===== config.mk =====
export PLATFORM = sky130hd
export DESIGN_NAME = cpcu_ctrl
export DESIGN_NICKNAME = d
export VERILOG_FILES = /design/src/rtl/core/cpcu_pkg.sv /design/src/rtl/core/cpcu_ctrl.sv
export SDC_FILE = /design/constraint.sdc
export NUM_CORES = 1
export LEC_CHECK = 0
export ABC_AREA = 1
export BUFFER_PORTS_ARGS = -buffer_cell sky130_fd_sc_hd__buf_2
export CAP_MARGIN = 20
export CELL_PAD_IN_SITES_DETAIL_PLACEMENT = 0
export CELL_PAD_IN_SITES_GLOBAL_PLACEMENT = 1
export CORE_AREA = 2 2 39 41
export CTS_CLUSTER_DIAMETER = 200
export CTS_CLUSTER_SIZE = 12
export DETAILED_ROUTE_END_ITERATION = 16
export DIE_AREA = 0 0 41 43
export PLACE_DENSITY = 0.56
export SLEW_MARGIN = 30
export SYNTH_ARGS = -nofsm -noshare
export SYNTH_HDL_FRONTEND = slang
export SYNTH_SLANG_ARGS = --single-unit
export TNS_END_PERCENT = 5

===== constraint.sdc =====
create_clock -name clock -period 2.7 [get_ports clock]
set_input_delay 0.27 -clock clock [delete_from_list [all_inputs] [get_ports clock]]
set_output_delay 0.27 -clock clock [all_outputs]
set_load 0.01 [all_outputs]

===== src/rtl/core/cpcu_pkg.sv =====
// Package for the CIGAR profile count update unit.
// Holds field widths, operation and status codes and the control structs.
// No dependencies.
package cpcu_pkg;

   localparam int MAX_COLUMNS = 32768;
   localparam int SYMBOLS     = 5;
   localparam int STORE_DEPTH = MAX_COLUMNS * SYMBOLS;
   localparam int ADDR_W      = $clog2(STORE_DEPTH);

   localparam int FUNC_W     = 2;
   localparam int COL_W      = 15;
   localparam int SYM_W      = 3;
   localparam int CNT_W      = 32;
   localparam int OP_W       = 4;
   localparam int RUN_W      = 28;
   localparam int QLEN_W     = 24;
   localparam int PLEN_W     = 16;
   localparam int STATUS_W   = 3;
   localparam int TOTAL_W    = 32;

   localparam int REQ_DATA_W = 112;
   localparam int REQ_USER_W = 2;
   localparam int RSP_DATA_W = 72;
   localparam int RSP_USER_W = 1;

   localparam logic [FUNC_W-1:0] FUNC_LOAD = 2'd0;
   localparam logic [FUNC_W-1:0] FUNC_READ = 2'd1;
   localparam logic [FUNC_W-1:0] FUNC_STEP = 2'd2;

   localparam logic [OP_W-1:0] OP_M  = 4'd0;
   localparam logic [OP_W-1:0] OP_I  = 4'd1;
   localparam logic [OP_W-1:0] OP_D  = 4'd2;
   localparam logic [OP_W-1:0] OP_N  = 4'd3;
   localparam logic [OP_W-1:0] OP_S  = 4'd4;
   localparam logic [OP_W-1:0] OP_H  = 4'd5;
   localparam logic [OP_W-1:0] OP_P  = 4'd6;
   localparam logic [OP_W-1:0] OP_EQ = 4'd7;
   localparam logic [OP_W-1:0] OP_X  = 4'd8;

   localparam logic [STATUS_W-1:0] STAT_OK           = 3'd0;
   localparam logic [STATUS_W-1:0] STAT_REF_OVER     = 3'd1;
   localparam logic [STATUS_W-1:0] STAT_QRY_OVER     = 3'd2;
   localparam logic [STATUS_W-1:0] STAT_BAD_OP       = 3'd3;
   localparam logic [STATUS_W-1:0] STAT_LEN_MISMATCH = 3'd4;

   localparam logic [SYM_W-1:0] SLOT_N = 3'd4;

   typedef struct packed {
      logic [FUNC_W-1:0] func;
      logic [COL_W-1:0]  column;
      logic [SYM_W-1:0]  symbol;
      logic [CNT_W-1:0]  count_value;
      logic [OP_W-1:0]   op;
      logic [RUN_W-1:0]  run_length;
      logic [SYM_W-1:0]  base;
      logic [QLEN_W-1:0] query_length;
      logic              first;
      logic              last;
   } cpcu_req_type;

   typedef struct packed {
      logic                is_read_reply;
      logic [CNT_W-1:0]    read_value;
      logic                update_ok;
      logic [STATUS_W-1:0] status;
      logic [TOTAL_W-1:0]  sequences_counted;
   } cpcu_rsp_type;

   typedef struct packed {
      logic capture;
      logic execute;
      logic finish;
      logic emit;
   } cpcu_cmd_type;

   typedef struct packed {
      logic need_memory;
      logic has_result;
      logic out_free;
   } cpcu_status_type;

endpackage


===== src/rtl/core/cpcu_ctrl.sv =====
// Sequencer of the CIGAR profile count update unit.
// Steps each request through an execute phase and, as needed, memory and result phases; uses cpcu_pkg.
module cpcu_ctrl (
   input  logic                      clock,
   input  logic                      reset,
   input  logic                      req_valid,
   output logic                      req_ready,
   input  cpcu_pkg::cpcu_status_type status,
   output cpcu_pkg::cpcu_cmd_type    cmd
);
   import cpcu_pkg::*;

   typedef enum logic [3:0] {
      S_IDLE = 4'b0001,
      S_EXEC = 4'b0010,
      S_MEM  = 4'b0100,
      S_EMIT = 4'b1000
   } ctrl_state_type;

   ctrl_state_type state_ff, state_in;

   always_comb begin
      state_in  = state_ff;
      cmd       = '0;
      req_ready = 1'b0;
      unique case (state_ff)
         S_IDLE: begin
            req_ready = 1'b1;
            if (req_valid) begin
               cmd.capture = 1'b1;
               state_in    = S_EXEC;
            end
         end
         S_EXEC: begin
            cmd.execute = 1'b1;
            if (status.need_memory) begin
               state_in = S_MEM;
            end else if (status.has_result) begin
               state_in = S_EMIT;
            end else begin
               state_in = S_IDLE;
            end
         end
         S_MEM: begin
            cmd.finish = 1'b1;
            state_in   = status.has_result ? S_EMIT : S_IDLE;
         end
         S_EMIT: begin
            if (status.out_free) begin
               cmd.emit = 1'b1;
               state_in = S_IDLE;
            end
         end
         default: begin
            state_in = S_IDLE;
         end
      endcase
   end

   always_ff @(posedge clock) begin
      if (reset) begin
         state_ff <= S_IDLE;
      end else begin
         state_ff <= state_in;
      end
   end

endmodule


### Word level (Yosys, flattened, before mapping)

Index checks and enable logic that the tools add are counted.

* register bits after elaboration: 4
* bits in latches: 0
* RAM bits: 0
* bits in read-only memories: 0
* input port bits: 6
* output and inout bits: 5
* word-level logic and storage cells: 20
* memories: 0

* add/subtract/negate cells: 0
* multipliers: 0
* divide/modulo/power cells: 0
* $lt $le $gt $ge: 0
* eq/ne operators: 6
* shifts and indexed selects: 0
* multiplexer cells: 12
* bitwise operators: 0
* reduce and logical (&&, ||, !) cells: 1

Operators by type and width (count)
* 4-bit two-way mux: 4
* 4-bit case mux with 4 select lines: 1
* 1-bit two-way mux: 7
* 4-bit by 1-bit == test with 1-bit output (second input constant): 1
* 4-bit by 2-bit == test with 1-bit output (second input constant): 1
* 4-bit by 3-bit == test with 1-bit output (second input constant): 1
* 4-bit == test (second input constant): 1
* 2-bit != test (second input constant): 2
* 2-bit AND reduction: 1

### Longest topological paths before layout

* word-level depth: 3
* gate-level depth with buffers: 8
* depth with buffers taken out: 8

### Least setup slack after synthesis

OpenSTA, ideal clock, no wires.

* path kind: register -> output
* start: register state_ff[3]
* end: output cmd[3] (netlist name)
* data arrival time: 0.773 ns
* required time: 2.430 ns
* slack: 1.657 ns
* cell stages (with the launch flop): 4
* path buffers: 0
* cells stage by stage: dfxtp_1 nor2_2 nand3_2 nor2_1

RTL lines
* start, declared: line cpcu_ctrl.sv:20 `ctrl_state_type state_ff, state_in;`
* start signal, assigned: line cpcu_ctrl.sv:64 `state_ff <= state_in;`
* end, declared: line cpcu_ctrl.sv:9 `output cpcu_pkg::cpcu_cmd_type cmd`

==> results.sh <==
export IMPL_crit_path_top_delay_cell="dfxtp_1"
export IMPL_die_h_um=43
export IMPL_hold_path_endpoint="state_ff[1]"
export IMPL_grt_usage_pct=8.233
export IMPL_tritoncts_num_sinks=4
export IMPL_die_area_um2=1763
export IMPL_dr_pass1_iters=4
export IMPL_ys_ff_latch=4
export IMPL_gp_congestion=0.6708
export IMPL_port_buffer_count=10
export IMPL_cp_slowest_stage_delay_ns=0.33
export IMPL_cts_max_level=1
export IMPL_post_route_drc_count=0
export IMPL_drive_above_1_share_pct=37.29
export IMPL_outcome="finished, final reports clean"
export IMPL_p_leak_nw=0.2230
export IMPL_cts_setup_buffers=0
export IMPL_hold_viol=0
export IMPL_vias_per_cell=3.920
export IMPL_start_util_pct=19.71
export IMPL_clock_skew_ns=0.002815
export IMPL_drv_slew=0
export IMPL_period_needed_ns=1.390
export IMPL_setup_tns_final_ns=0
export IMPL_cts_resized=0
export IMPL_dpl_cell_area_um2=342.8
export IMPL_fmax_ghz=0.7192
export IMPL_hp_class="primary input to register"
export IMPL_crit_fanout=5
export IMPL_root_buffer="clkbuf_4"
export IMPL_holdBufCountCts=0
export IMPL_power_density_nw_per_um2=485.3
export IMPL_synth_cell_types=12
export IMPL_cp_start_kind="register"
export IMPL_reg2regPathDepth=6
export IMPL_top_register="state_ff"
export IMPL_antenna_found_initial=0
export IMPL_wirelength_um=583
export IMPL_crit_type="register to primary output"
export IMPL_detail_route_antenna_nets=0
export IMPL_core_area_um2=1384
export IMPL_worst_ep_required_time_ns=2.43
export IMPL_crit_arrival_ns=1.12
export IMPL_yosys_warnings=0
export IMPL_area_growth_syn_to_layout_pct=33.94
export IMPL_holdWs_ns=0.2429
export IMPL_n_antenna_cell=0
export IMPL_stdcell_area_um2=365.4
export IMPL_cp_cell_sequence="nor2_2, nand3_2, nor2_1, buf_2"
export IMPL_cts_tree="built"
export IMPL_drt_wirelength_per_cell_um=7.773
export IMPL_reg2reg_from="state_ff[0]"
export IMPL_ys_seq_area_share_pct=29.36
export IMPL_clockBufferDepth=2
export IMPL_drv_cap=0
export IMPL_grt_pass1_wl_um=938
export IMPL_cts_clk_slew_worst_paths_ns=0.04
export IMPL_rsz0062_at_grt="false"
export IMPL_syn_num_nets=52
export IMPL_grt_max_degree=6
export IMPL_ff2ff_setup_slack_ns=1.67
export IMPL_cts_made_buffers=3
export IMPL_synth_area_um2=272.8
export IMPL_holdCritStartpoint="reset"
export IMPL_first_global_vias=239
export IMPL_netlist_instances=46
export IMPL_post_route_period_util_pct=51.50
export IMPL_syn_area_per_cell_um2=5.930
export IMPL_vias=294
export IMPL_crit_path_end_kind="primary output"
export IMPL_slew_limit_headroom_pct=85.75
export IMPL_rows=14
export IMPL_reg_top3="state_ff (4)"
export IMPL_setup_viol=0
export IMPL_clk_latency_ns=0.23
export IMPL_io_pins=11
export IMPL_worst_slew_pin_slew_ns=0.2136
export IMPL_ir_drop_mv=0.1111
export IMPL_hpwl_um=511
export IMPL_r2r_end="state_ff[0]"
export IMPL_final_core_util_pct=26.40
export IMPL_grt_ovfl_total=0
export IMPL_largest_reg_flops=4
export IMPL_die_w_um=41
export IMPL_fin_nets=67
export IMPL_hold_path_cell_count=2
export IMPL_drt_initial_drc_count=9
-- routing by layer --
metal,wire length [um],global-route usage (%)
met5,0,0
met3,47,3.141
met1,272,10.61
met4,12,8.000
met2,250,9.688
-- area by class of cell --
cell class                      instances  area (um2)
Sequential cell                         4       80.08
Timing Repair Buffer                   10       50.05
Fill cell                             166        1018
Tap cell                               16       20.02
Clock buffer                            3       22.52
Inverter                               14       52.55
Multi-Input combinational cell         28       140.1
-- through the flow --
step | power, W | worst slack, ns | instances
after global placement | 0.0001078 | 1.562 | 72
after global routing | 0.0001931 | 1.203 | 75
after detailed placement | 0.0001069 | 1.551 | 72
after floorplan | 0.00009330 | 1.657 | 46
after CTS | 0.0001817 | 1.299 | 75
final | 0.0001773 | 1.310 | 75
-- worst max-delay path, delay by kind of cell (launching register included) --
family	cells	cell delay, ns
simple gates	3	0.43
flops	1	0.33
buf+inv	1	0.13
-- power by group --
group	internal, W	switching (W)
combinational	0.0000154	0.0000232
sequential	0.0000630	0.00000411
clock	0.0000495	0.0000220
total	0.000128	0.0000493
-- placed cells by master, fill, tap and decap left out --
| cell type | n |
|---|---|
| clkbuf_4 | 3 |
| clkinv_1 | 1 |
| nand4_1 | 3 |
| nand2_2 | 1 |
| inv_2 | 3 |
| nand2_1 | 9 |
| nor2_1 | 3 |
| nor2_2 | 4 |
| nand3_2 | 1 |
| nand3_1 | 5 |
| inv_1 | 10 |
| nor3_1 | 2 |
| dfxtp_1 | 4 |
| buf_2 | 10 |
-- worst max-delay path by stage --
stage | startpoint | end
final | state_ff[3] | cmd[3]
after global routing | state_ff[3] | cmd[3]
after CTS | state_ff[3] | cmd[3]
after detailed placement | state_ff[3] | cmd[3]
after global placement | state_ff[3] | cmd[3]
after floorplan | state_ff[3] | cmd[3]
-- cell families (layout without fill, tap and decap cells) --
logic type / after synthesis / in the layout / share of synthesized area [%]
flip-flops: 4 / 4 / 29.36
buffers and inverters: 14 / 27 / 19.27
AND/OR/NAND/NOR: 28 / 28 / 51.37
-- cells in the mapped netlist, drive strengths merged --
cell type	count	share of area [%]
clkinv	1	1.4
nor3	2	3.7
nand4	3	6.9
nor2	7	13
dfxtp	4	29
nand2	10	15
inv	13	18
nand3	6	13
No activity file was read; power rests on OpenSTA's default activity.
